<file path="src/rtl/sfa_pkg.sv">
package sfa_pkg;

  localparam logic [3:0] OP_ADD16   = 4'd0;
  localparam logic [3:0] OP_ADD32   = 4'd1;
  localparam logic [3:0] OP_SUB16   = 4'd2;
  localparam logic [3:0] OP_SUB32   = 4'd3;
  localparam logic [3:0] OP_MULLO16 = 4'd4;
  localparam logic [3:0] OP_MULHI16 = 4'd5;
  localparam logic [3:0] OP_MULLO32 = 4'd6;
  localparam logic [3:0] OP_MULHI32 = 4'd7;
  localparam logic [3:0] OP_DIV16   = 4'd8;
  localparam logic [3:0] OP_DIV32   = 4'd9;

  localparam logic [1:0] KIND_NONE = 2'd0;
  localparam logic [1:0] KIND_ALU  = 2'd1;
  localparam logic [1:0] KIND_MUL  = 2'd2;
  localparam logic [1:0] KIND_DIV  = 2'd3;

  localparam logic [31:0] SIGN16 = 32'h0000_8000;
  localparam logic [31:0] SIGN32 = 32'h8000_0000;

  localparam int DIV_STAGES = 32;

  typedef struct packed {
    logic [1:0]  kind;
    logic        wide;
    logic        high;
    logic        neg;
    logic        special;
    logic [31:0] result;
    logic        carry;
    logic        overflow;
    logic        dz;
  } side_t;

endpackage

</file>
<file path="src/rtl/sfa_mul.sv">
module sfa_mul import sfa_pkg::*; (
  input  logic        clk,
  input  logic        en,
  input  side_t       side_in,
  input  logic [31:0] ma,
  input  logic [31:0] mb,
  output side_t       side_r
);

  logic [63:0] p_r, pn;
  side_t       s1_r, side_nxt;

  assign pn = s1_r.neg ? (64'd0 - p_r) : p_r;

  always_comb begin
    side_nxt = s1_r;
    if (s1_r.kind == KIND_MUL) begin
      side_nxt.carry = 1'b0;
      if (s1_r.special) begin
        side_nxt.result   = s1_r.wide ? SIGN32 : SIGN16;
        side_nxt.overflow = 1'b1;
      end else if (s1_r.high) begin
        side_nxt.result   = s1_r.wide ? pn[63:32] : {16'd0, pn[31:16]};
        side_nxt.overflow = 1'b0;
      end else begin
        side_nxt.result   = s1_r.wide ? pn[31:0] : {16'd0, pn[15:0]};
        side_nxt.overflow = s1_r.wide ? (p_r[63:32] != 32'd0) : (p_r[31:16] != 16'd0);
      end
    end
  end

  always_ff @(posedge clk) begin
    if (en) begin
      p_r    <= {32'd0, ma} * {32'd0, mb};
      s1_r   <= side_in;
      side_r <= side_nxt;
    end
  end

endmodule

</file>
<file path="config.mk">
export PLATFORM = sky130hd
export DESIGN_NAME = sfa_mul
export DESIGN_NICKNAME = d
export VERILOG_FILES = /design/src/rtl/sfa_pkg.sv /design/src/rtl/sfa_mul.sv
export SDC_FILE = /design/constraint.sdc
export NUM_CORES = 2
export LEC_CHECK = 0
export BUFFER_PORTS_ARGS = -buffer_cell sky130_fd_sc_hd__buf_2
export CORE_MARGIN = 5
export CORE_UTILIZATION = 36
export DETAILED_ROUTE_END_ITERATION = 10
export GPL_TIMING_DRIVEN = 0
export PLACE_DENSITY = 0.58
export SKIP_CTS_REPAIR_TIMING = 1
export SLEW_MARGIN = 20
export SYNTH_ARGS = -nofsm -noshare
export SYNTH_HDL_FRONTEND = slang
export SYNTH_SLANG_ARGS = --single-unit
</file>
<file path="constraint.sdc">
create_clock -name clk -period 14.5 [get_ports clk]
set_clock_uncertainty 0.2 [all_clocks]
set_input_delay 1.45 -clock clk [delete_from_list [all_inputs] [get_ports clk]]
set_output_delay 1.45 -clock clk [all_outputs]
set_load 0.05 [all_outputs]
</file>
# --- Word-level counts from Yosys, hierarchy flattened ---
# Index checks and enable logic that the tools add are counted.
op_classes:
  n_addsub: 1
  multipliers: 1
  eq_ne: 1
  n_mux: 10
  reduce_logical: 2
op_table:
  columns: ["cell", "n"]
  rows:
  - ["$mux W32", 5]
  - ["$mul A32 B32 Y64", 1]
  - ["$mux W64", 1]
  - ["$sub A1 B64 Y64 const A", 1]
  - ["$mux W34", 1]
  - ["$reduce_bool A32 Y1", 1]
  - ["$reduce_bool A16 Y1", 1]
  - ["$mux W1", 3]
  - ["$eq A2 B2 Y1 const B", 1]
word_totals:
  register_bits: 146
  output_inout_bits: 41
  wordCells: 34

# --- Longest topological paths before layout ---
depth:
  ltp_word: 6
  mapped_depth: 28

# --- Worst setup path after synthesis ---
# No wires, ideal clock.
synth_path:
  kind: "input to register"
  start: "input port mb[11]"
  end: "register p_r[62], data pin"
  setup_ps: 264
  arrival_time_ps: 8380
  required_time_ps: 14036
  slack_ps: 5657
  stages: 25
  path_cell_list: "clkbuf_1 -> nand2_1 -> fa_1 -> inv_1 -> fa_1 -> inv_1 -> fa_1 -> inv_1 -> fa_1 -> inv_1 -> fa_1 -> fa_1 -> fa_1 -> fa_1 -> inv_1 -> ha_1 -> a21oi_1 -> o21ai_0 -> o41ai_1 -> or3b_2 -> o21ai_1 -> a211oi_1 -> o41ai_1 -> a221oi_1 -> xnor2_1"
synth_between:
  elab_chain_cells: 1
synth_rtl:
  columns: ["element", "line", "source"]
  rows:
  - ["start, declared", "sfa_mul.sv:6", "input logic [31:0] mb,"]
  - ["$mul A32 B32 Y64", "sfa_mul.sv:34", "p_r <= {32'd0, ma} * {32'd0, mb};"]
  - ["end signal, assigned", "sfa_mul.sv:34", null]
  - ["end, declared", "sfa_mul.sv:10", "logic [63:0] p_r, pn;"]
# No other way between the ends.
# A chain may end at the register's enable or synchronous reset.

# --- Worst setup path after layout ---
layout_path:
  start: "input port ma[19]"
  end: "register p_r[62], data pin"
layout_between:
  elab_chain_cells: 1
layout_rtl:
  columns: ["element", "line", "source"]
  rows:
  - ["start, declared", "sfa_mul.sv:5", "input logic [31:0] ma,"]
  - ["$mul A32 B32 Y64", "sfa_mul.sv:34", null]
# No other way between the ends.

==> flow_summary.json <==
{
  "outcome": "finished clean",
  "ff2ff_setup_slack_ns": 10.53,
  "syn_area_um2": 39990,
  "drive_gt1_share_pct": 4.484,
  "critPathTopFamily": "adder cells",
  "synth_top_family_by_area": "adder cells",
  "track_usage_pct": 25.14,
  "crit_top_cell": "fa_1",
  "synth_compound_area_share_pct": 5.175,
  "root_buffer": "clkbuf_16",
  "cp.arrival_ns": 10.87,
  "reg2reg_depth": 10,
  "slew_headroom_pct": 18.18,
  "yosys_warnings": 0,
  "worstMarginPinSlew_ns": 1.227,
  "core_area_um2": 110500,
  "drt-total-wl_um": 146600,
  "io_buffers": 147,
  "max_stage_delay_ns": 0.83,
  "period_minus_slack_ns": 10.92,
  "rows": 122,
  "synth_mux_area_share_pct": 0.3035,
  "yosysUniqueCellTypes": 64,
  "path_depth": 26,
  "setup_viol": 0,
  "ioPinCount": 148,
  "use_met2_pct": 40.65,
  "rsz0062_at_grt": "no",
  "place.gp.congestion": 0.9691,
  "routed-via-count": 30736,
  "viasPerCell": 5.210,
  "ys.flop_type": "edfxtp_1",
  "yosys.area.top_type": "fa_1",
  "yosys.area_share.simple_pct": 17.31,
  "drt_iter0_drc": 2583,
  "die-width_um": 343.3,
  "grt_pass1_wl_um": 217400,
  "hold_start": "s1_r[0]",
  "drv_cap": 0,
  "worstReg2RegEnd": "side_r[17]",
  "fillers": 11251,
  "path_clk_slew_ns": 0.06,
  "cts_tree": "built",
  "globalRouteOverflowTotal": 0,
  "synthXorXnorAreaFrac_pct": 2.672,
  "hp-class": "reg -> reg",
  "grt_util_met1_pct": 32.93,
  "seqCellArea_um2": 4384,
  "clock_path_buffers": 2,
  "cpMaxStageDelayCell": "clkbuf_1",
  "start_kind": "input port",
  "dp_hpwl_um": 124400,
  "syn_inst": 4213,
  "syn_area_per_cell_um2": 9.492,
  "r2r_start": "p_r[10]",
  "synth_nets": 5480,
  "die_height_um": 343.3,
  "synth_top_cell_area_share_pct": 44.86,
  "finalSetupTns_ns": 0,
  "drv_slew": 0,
  "critPathMaxFanout": 10,
  "avgRoutedWirePerCell_um": 24.85,
  "synth.area.top_cells": "fa_1 (45%), edfxtp_1 (11%), and2_1 (9.6%), ha_1 (8.3%), inv_1 (8.2%)",
  "end_kind": "flip-flop",
  "async_flop_share_pct": 0,
  "met3_usage_pct": 4.666,
  "ant_nets": 0,
  "grt_pass1_vias": 32488,
  "synth_adder_area_share_pct": 53.12,
  "worst-path-buf-inv": 7,
  "cts_sinks": 146,
  "synth_seq_cells": 146,
  "cp-startpoint": "ma[19]",
  "critPathCapture": "p_r[62]",
  "path_class": "in -> reg",
  "yosysSeqAreaShare_pct": 10.96,
  "grt_busiest_layer": "met2",
  "synth_edf_count": 146,
  "die_area_um2": 117800,
  "final_hold_viol_count": 0,
  "fin_nets": 5647,
  "required_ns": 14.45,
  "htree_levels": 4,
  "synthToLayoutAreaGrowth_pct": 8.169,
  "initial_utilization_pct": 36.18,
  "grt_max_degree": 91,
  "multi_input_area_um2": 31420,
  "clock_latency_ns": 0.42,
  "max_freq_mhz": 91.58,
  "tritoncts.num_buffers": 17,
  "drc": 0,
  "antenna_found_initial": 20,
  "post-route-period-util_pct": 75.31,
  "first_pass_iters": 5
}
-- worst min-delay path by stage --
stage | endpoint | slack, ns | cells past startpoint
after global placement | side_r[0] | 0.20 | 0
final | side_r[0] | 0.22 | 0
after detailed placement | side_r[0] | 0.22 | 0
after global routing | side_r[0] | 0.23 | 0
after CTS | side_r[0] | 0.22 | 0
after floorplan | side_r[0] | 0.20 | 0
-- cell families after synthesis --
group / after synthesis
compound gates: 328
xor+xnor: 122
fa+ha+maj: 1160
buf+inv: 1114
flops: 146
mux: 12
simple gates: 1331
-- Yosys cell counts, types with 58 or more instances --
library cell,count
o21ai_0,80
xnor2_1,64
xor2_1,58
nand2_1,507
a21oi_1,93
edfxtp_1,146
clkbuf_1,234
nor2_1,60
inv_1,876
and2_1,615
ha_1,264
fa_1,896
-- sequential cells by signal, summed over array words and instances (netlist names) --
signal and cells:
p_r 64, s1_r 41, side_r 41
-- layout by cell type, fill, tap and decap left out, drive strengths merged, types with 11 or more instances in the layout --
cell | synthesis | final
a21o | 32 | 32
a21oi | 93 | 93
a31oi | 13 | 13
and2 | 615 | 615
buf | 4 | 152
clkbuf | 234 | 251
diode | 0 | 18
edfxtp | 146 | 146
fa | 896 | 896
ha | 264 | 264
inv | 876 | 879
mux2i | 11 | 11
nand2 | 507 | 507
nand2b | 18 | 18
nand3 | 23 | 23
nand4 | 20 | 20
nor2 | 60 | 60
nor3 | 21 | 21
o21ai | 81 | 81
o21bai | 13 | 13
o31ai | 19 | 19
or3 | 15 | 15
or4 | 12 | 12
xnor2 | 64 | 64
xor2 | 58 | 58
-- layout make-up --
type | count | area share [%]
Inverter | 876 | 7.602
Clock buffer | 17 | 0.9835
Sequential cell | 146 | 10.14
Clock inverter | 15 | 0.3674
Antenna cell | 18 | 0.1041
Timing Repair Buffer | 148 | 1.788
Buffer | 238 | 2.077
Tap cell | 1488 | 4.304
Multi-Input combinational cell | 2953 | 72.64
-- metal layers --
metal  vias to the layer above  share of wire [%]
li1                      13011                  -
met1                     15949                 40
met2                      1403                 46
met3                       371                8.0
met4                         2                5.6
met5                         -              0.013
-- through the flow --
step | cells | utilization [%] | cell area, µm² | hold slack [ns] | worst slack, ns
6_report | 5899 | 39.14 | 43260 | 0.2248 | 3.580
5_1_grt | 5883 | 39.10 | 43220 | 0.2273 | 3.466
4_1_cts | 5881 | 39.10 | 43210 | 0.2232 | 3.752
3_5_place_dp | 5849 | 38.57 | 42620 | 0.2208 | 3.340
3_3_place_gp | 5848 | 38.53 | 42590 | 0.2045 | 3.309
2_1_floorplan | 4213 | - | 39990 | 0.2003 | 5.657
Power is left out: the tool's default activity adds up to more than one toggle a clock period on the data nets, which glitch-free logic cannot reach.
