<file path="src/rtl/sfa_pkg.sv">
package sfa_pkg;

  localparam logic [3:0] OP_ADD16   = 4'd0;
  localparam logic [3:0] OP_ADD32   = 4'd1;
  localparam logic [3:0] OP_SUB16   = 4'd2;
  localparam logic [3:0] OP_SUB32   = 4'd3;
  localparam logic [3:0] OP_MULLO16 = 4'd4;
  localparam logic [3:0] OP_MULHI16 = 4'd5;
  localparam logic [3:0] OP_MULLO32 = 4'd6;
  localparam logic [3:0] OP_MULHI32 = 4'd7;
  localparam logic [3:0] OP_DIV16   = 4'd8;
  localparam logic [3:0] OP_DIV32   = 4'd9;

  localparam logic [1:0] KIND_NONE = 2'd0;
  localparam logic [1:0] KIND_ALU  = 2'd1;
  localparam logic [1:0] KIND_MUL  = 2'd2;
  localparam logic [1:0] KIND_DIV  = 2'd3;

  localparam logic [31:0] SIGN16 = 32'h0000_8000;
  localparam logic [31:0] SIGN32 = 32'h8000_0000;

  localparam int DIV_STAGES = 32;

  typedef struct packed {
    logic [1:0]  kind;
    logic        wide;
    logic        high;
    logic        neg;
    logic        special;
    logic [31:0] result;
    logic        carry;
    logic        overflow;
    logic        dz;
  } side_t;

endpackage

</file>
<file path="src/rtl/sfa_div.sv">
module sfa_div import sfa_pkg::*; (
  input  logic        clk,
  input  logic        en,
  input  logic [31:0] dividend,
  input  logic [31:0] divisor,
  output logic [31:0] quotient
);

  logic [31:0] rem_r [DIV_STAGES];
  logic [31:0] num_r [DIV_STAGES];
  logic [31:0] quo_r [DIV_STAGES];
  logic [31:0] den_r [DIV_STAGES];

  for (genvar i = 0; i < DIV_STAGES; i++) begin : g_st
    logic [31:0] rp, np, qp, dp;
    logic [32:0] shifted, trial;
    if (i == 0) begin : g_first
      assign rp = 32'd0;
      assign np = dividend;
      assign qp = 32'd0;
      assign dp = divisor;
    end else begin : g_next
      assign rp = rem_r[i-1];
      assign np = num_r[i-1];
      assign qp = quo_r[i-1];
      assign dp = den_r[i-1];
    end
    assign shifted = {rp, np[31]};
    assign trial   = shifted - {1'b0, dp};
    always_ff @(posedge clk) begin
      if (en) begin
        rem_r[i] <= trial[32] ? shifted[31:0] : trial[31:0];
        num_r[i] <= {np[30:0], 1'b0};
        quo_r[i] <= {qp[30:0], ~trial[32]};
        den_r[i] <= dp;
      end
    end
  end

  assign quotient = quo_r[DIV_STAGES-1];

endmodule

</file>
<file path="config.mk">
export PLATFORM = sky130hd
export DESIGN_NAME = sfa_div
export DESIGN_NICKNAME = d
export VERILOG_FILES = /design/src/rtl/sfa_pkg.sv /design/src/rtl/sfa_div.sv
export SDC_FILE = /design/constraint.sdc
export NUM_CORES = 2
export LEC_CHECK = 0
export ABC_CLOCK_PERIOD_IN_PS = 4350
export BUFFER_PORTS_ARGS = -buffer_cell sky130_fd_sc_hd__buf_2
export CAP_MARGIN = 10
export CORE_MARGIN = 5
export CORE_UTILIZATION = 55
export CTS_CLUSTER_SIZE = 10
export DETAILED_ROUTE_END_ITERATION = 6
export PLACE_DENSITY = 0.71
export RECOVER_POWER = 50
export SYNTH_ARGS = -nofsm -noshare
export SYNTH_HDL_FRONTEND = slang
export SYNTH_SLANG_ARGS = --single-unit
</file>
<file path="constraint.sdc">
create_clock -name clk -period 4.35 [get_ports clk]
set_clock_uncertainty 0.15 [all_clocks]
set_input_delay 0 -clock clk [delete_from_list [all_inputs] [get_ports clk]]
set_output_delay 0 -clock clk [all_outputs]
set_load 0.005 [all_outputs]
</file>
# Word level (Yosys, flattened, before mapping)
# Memory sizes are Yosys's and may differ from the RTL's.
# Cells that the tools add are included.
# totals
ff_bits,0
ram_bits,4064
inputBits,66
output_inout_bits,32
word_cells,102
memories,4
# memory_table
memory,depth,word_bits,rd,rd_clocked_by_memory_dff,wr,line_no,source
den_r,32,32,31,0,32,sfa_div.sv:12,logic [31:0] den_r [DIV_STAGES];
quo_r,32,32,32,0,32,sfa_div.sv:11,logic [31:0] quo_r [DIV_STAGES];
rem_r,32,32,31,0,32,sfa_div.sv:9,logic [31:0] rem_r [DIV_STAGES];
num_r,32,31,31,0,32,sfa_div.sv:10,logic [31:0] num_r [DIV_STAGES];
# op_classes
add_sub_neg,32
muxes,34
bitwise,32
# op_table
operator,count
32-bit two-way mux,32
33-bit by 32-bit subtractor with 33-bit output,31
1-bit by 32-bit subtractor with 33-bit output,1
1-bit NOT,32
1-bit two-way mux,2

# Longest topological paths before layout
# An unclocked memory read counts as a cell.
# logic_depth
depth_word,3
mapped_depth,16
depth_no_buf,15

# Least setup slack after synthesis
# OpenSTA, ideal clock, no wires.
# synth_path
kind,register -> register
from,mem rem_r[21][6] (netlist: rem_r[1][166])
to,mem rem_r[22][7] (netlist: rem_r[1][199]) (data pin)
setup_time_ns,0.260
arrival_ns,3.550
required_time_ns,3.940
slack_ns,0.390
stages_incl_launch_ff,11
n_path_buf,1
synth_period_minus_slack_ns,3.960
path_cell_list,edfxtp_1 -> ha_1 -> a2111oi_0 -> a211oi_1 -> a211o_1 -> a21o_1 -> a221oi_2 -> o211ai_1 -> xor2_1 -> clkbuf_1 -> mux2_2
# synth_lines
element,line_no
from (decl),sfa_div.sv:9

==> impl_metrics.tcl <==
set metrics [dict create \
    htreeDepth 5 \
    path_clk_slew_ps 50 \
    crit_arrival_ps 4840 \
    netlist.area_leader.share_pct 59.2 \
    maxCapViolCount 1 \
    num_rows 193 \
    yosys_warnings 0 \
    seq_power_share_pct 33.2 \
    synthTopCellsByArea "edfxtp_1, ha_1, mux2_2, xnor2_1, inv_1" \
    cts_sinks 3008 \
    vias_per_cell 5.73 \
    mostFrequentLayoutCells "edfxtp_1, inv_1, ha_1" \
    grt_pass1_wl_mm 506 \
    seq_area_frac_synth_pct 59.2 \
    top_layer "met4" \
    synth_top_area_cell "edfxtp_1" \
    die_h_um 537 \
    ys_ff_latch 3008 \
    io_pins 98 \
    ys_types 100 \
    grt_overflow 0 \
    switching_power_w 0.0489 \
    required_ps 4860 \
    drc 0 \
    design.die.area_um2 288000 \
    vias 94091 \
    initial_core_util_pct 55.2 \
    io_buffers 97 \
    min-delay-path-class "in2reg" \
    crit_path_end_kind "flip-flop" \
    synthFlopType "edfxtp_1" \
    synth_cells 11693 \
    hpwlAfterDp_mm 226 \
    clockBufferDepth 4 \
    drtAntennaViolNets 0 \
    intPower_w 0.0910 \
    worst-r2r-setup-slack_ps 10 \
    power_density_nw_per_um2 803 \
    p_leak_nw 70.1 \
    crit_type "reg2reg" \
    wl_per_cell_um 19.6 \
    ir_drop_v 0.000423 \
    start_kind "flip-flop" \
    layout_min_cycle_time_ps 4340 \
    netSwitchingFraction_pct 35.0 \
    fmax_mhz 231 \
    fin_nets 13692 \
    final_max_slew_viol_count 85 \
    setup_viol 0 \
    cts-root-buf "clkbuf_16" \
    dp_cells 15749 \
    gp_congestion 0.947 \
    design.core.area_um2 276000 \
    min_path_cells 5 \
    first_global_vias 97060 \
    wirelength_mm 322 \
    cts-buffers-inserted 350 \
    synth_area_um2 152000 \
    fill_cells 20341 \
    die_w_um 537 \
    synth_edf_count 3008 \
    drt-met1-wl_mm 122 \
    worst_pin_slew_ps 3810 \
    worstHoldEndpoint "rem_r[0][23]$_SDFFCE_PN0P_" \
    synthArstFlopShare_pct 0 \
    met2_length_mm 170 \
    r2r_cells 16 \
    grt_max_degree 133 \
    finalCoreUtilization_pct 63.0 \
    met3WireLength_mm 11.8 \
    cp_max_fo 16 \
    layout_commonest_cell "edfxtp_1" \
    multi_input_area_um2 58000 \
    seq_area_um2 90300 \
    status "complete, but fails checks" \
    synth.avg_cell_area_um2 13.0 \
    combinationalPowerShare_pct 48.3 \
    pwr-share-clk_pct 18.5 \
    rr_endpoint "rem_r[1][314]$_DFFE_PP_" \
    clkLatencyLatePin_ps 940 \
    relSlewSlack_pct -154 \
    violations "max-capacitance violations, max-slew violations" \
    cts_tree "built" \
    whs_ps 147 \
    reg2reg_from "den_r[1][256]$_DFFE_PP_" \
    stdcell_count 16425 \
    finalSetupTns_ps 0 \
    hold_start "divisor[31]" \
    drive_gt1_share_pct 15.5 \
    fin_crit_sh_pct 99.7 \
    drtIter0Drc 6045 \
    area_growth_pct 14.2 \
    dr.pass1.iters 6 \
    hold_viol_final 0 \
    grt.total_usage_pct 21.6 \
    antenna_found_initial 1 \
]
power by group through the flow:
| stage | clock network [W] | registers (W) | logic (W) |
|---|---|---|---|
| global placement | 0 | 0.0469 | 0.0605 |
| floorplan | 0 | 0.0448 | 0.0472 |
| finish | 0.0258 | 0.0464 | 0.0676 |
| CTS | 0.0266 | 0.0464 | 0.0646 |
| global route | 0.0278 | 0.0470 | 0.0737 |
| detailed placement | 0 | 0.0469 | 0.0623 |
cell type report:
| type | count | area share [%] |
|---|---|---|
| flip-flops and latches | 3008 | 51.9 |
| multi-input cells | 7289 | 33.3 |
| clock buffers | 418 | 5.25 |
| repair buffers | 747 | 3.93 |
| well taps | 3705 | 2.66 |
| inverters | 1207 | 2.60 |
| clock inverters | 49 | 0.370 |
| diodes | 2 | 0.00287 |
flip-flops by register name (all words and copies together), names as in the netlist:
register and count:
rem_r 992, num_r 496, quo_r 528, den_r 992
cell usage after synthesis, types with 123 or more instances:
cell type and instances:
nand3_1 146, a21o_1 447, ha_1 993, o21a_1 167, edfxtp_1 3008, nor2_1 516, nor2b_1 145, clkbuf_1 123
a21oi_1 836, nand2_1 482, inv_1 1207, xor2_1 281, o21ai_0 482, mux2_2 743, xnor2_1 538
cell families (layout without fill, tap and decap cells):
kind of cell    count (synthesis)  count (layout)  synth area share, %
compound gates               2712            2712                 11.5
mux                           869             869                 6.49
fa+ha+maj                    1023            1023                 8.54
other cells                     1              17              0.00246
buf+inv                      1410            2421                 3.59
flops                        3008            3008                 59.2
simple gates                 1849            1849                 5.87
xor+xnor                      821             821                 4.73
worst max-delay path, cell delays in order (launching register included):
cell       delay, ps
edfxtp_1         440
ha_1             250
fa_2             390
nor2b_4          150
o31ai_1          110
a211o_1          400
a2bb2oi_2        220
nand2_2          110
a31oi_4          120
o2111ai_2        250
a31oi_2          140
o31ai_1          260
buf_4            190
xor2_4           160
buf_12           150
clkbuf_16        210
mux2_2           350
worst max-delay path by stage:
| stage | from | end | slack [ps] | cells past startpoint |
|---|---|---|---|---|
| 2_1_floorplan | rem_r[1][166]$_DFFE_PP_ | rem_r[1][199]$_DFFE_PP_ | 390 | 10 |
| 3_3_place_gp | num_r[0][371]$_DFFE_PP_ | rem_r[0][386]$_DFFE_PP_ | -350 | 20 |
| 3_5_place_dp | num_r[0][371]$_DFFE_PP_ | rem_r[0][388]$_DFFE_PP_ | -350 | 20 |
| 4_1_cts | den_r[0][256]$_DFFE_PP_ | rem_r[0][318]$_DFFE_PP_ | -30 | 15 |
| 5_1_grt | den_r[1][256]$_DFFE_PP_ | rem_r[1][315]$_DFFE_PP_ | -140 | 16 |
| 6_report | den_r[1][256]$_DFFE_PP_ | rem_r[1][314]$_DFFE_PP_ | 10 | 16 |
routing by layer:
metal  GRT usage, %  vias up
li1               -    45261
met1           24.4    45771
met2           40.3     2212
met3           2.76      847
met4           10.3        0
met5              0        -
what timing repair did:
action	4_1_cts	5_1_grt
pin swaps	18	66
gates cloned	9	19
hold buffers	130	0
resized for setup	56	135
setup endpoints to repair	414	816
setup buffers	16	36
endpoints found under the hold margin	1883	0
per-stage QoR:
stage | area (µm²) | setup slack (ps) | power (W)
after global placement | 161000 | -346 | 0.107
after global routing | 174000 | -138 | 0.149
final | 174000 | 13.2 | 0.140
after detailed placement | 161000 | -352 | 0.109
after floorplan | 153000 | 390 | 0.0920
after CTS | 173000 | -32.9 | 0.138
Power figures use the tool's default switching activity.
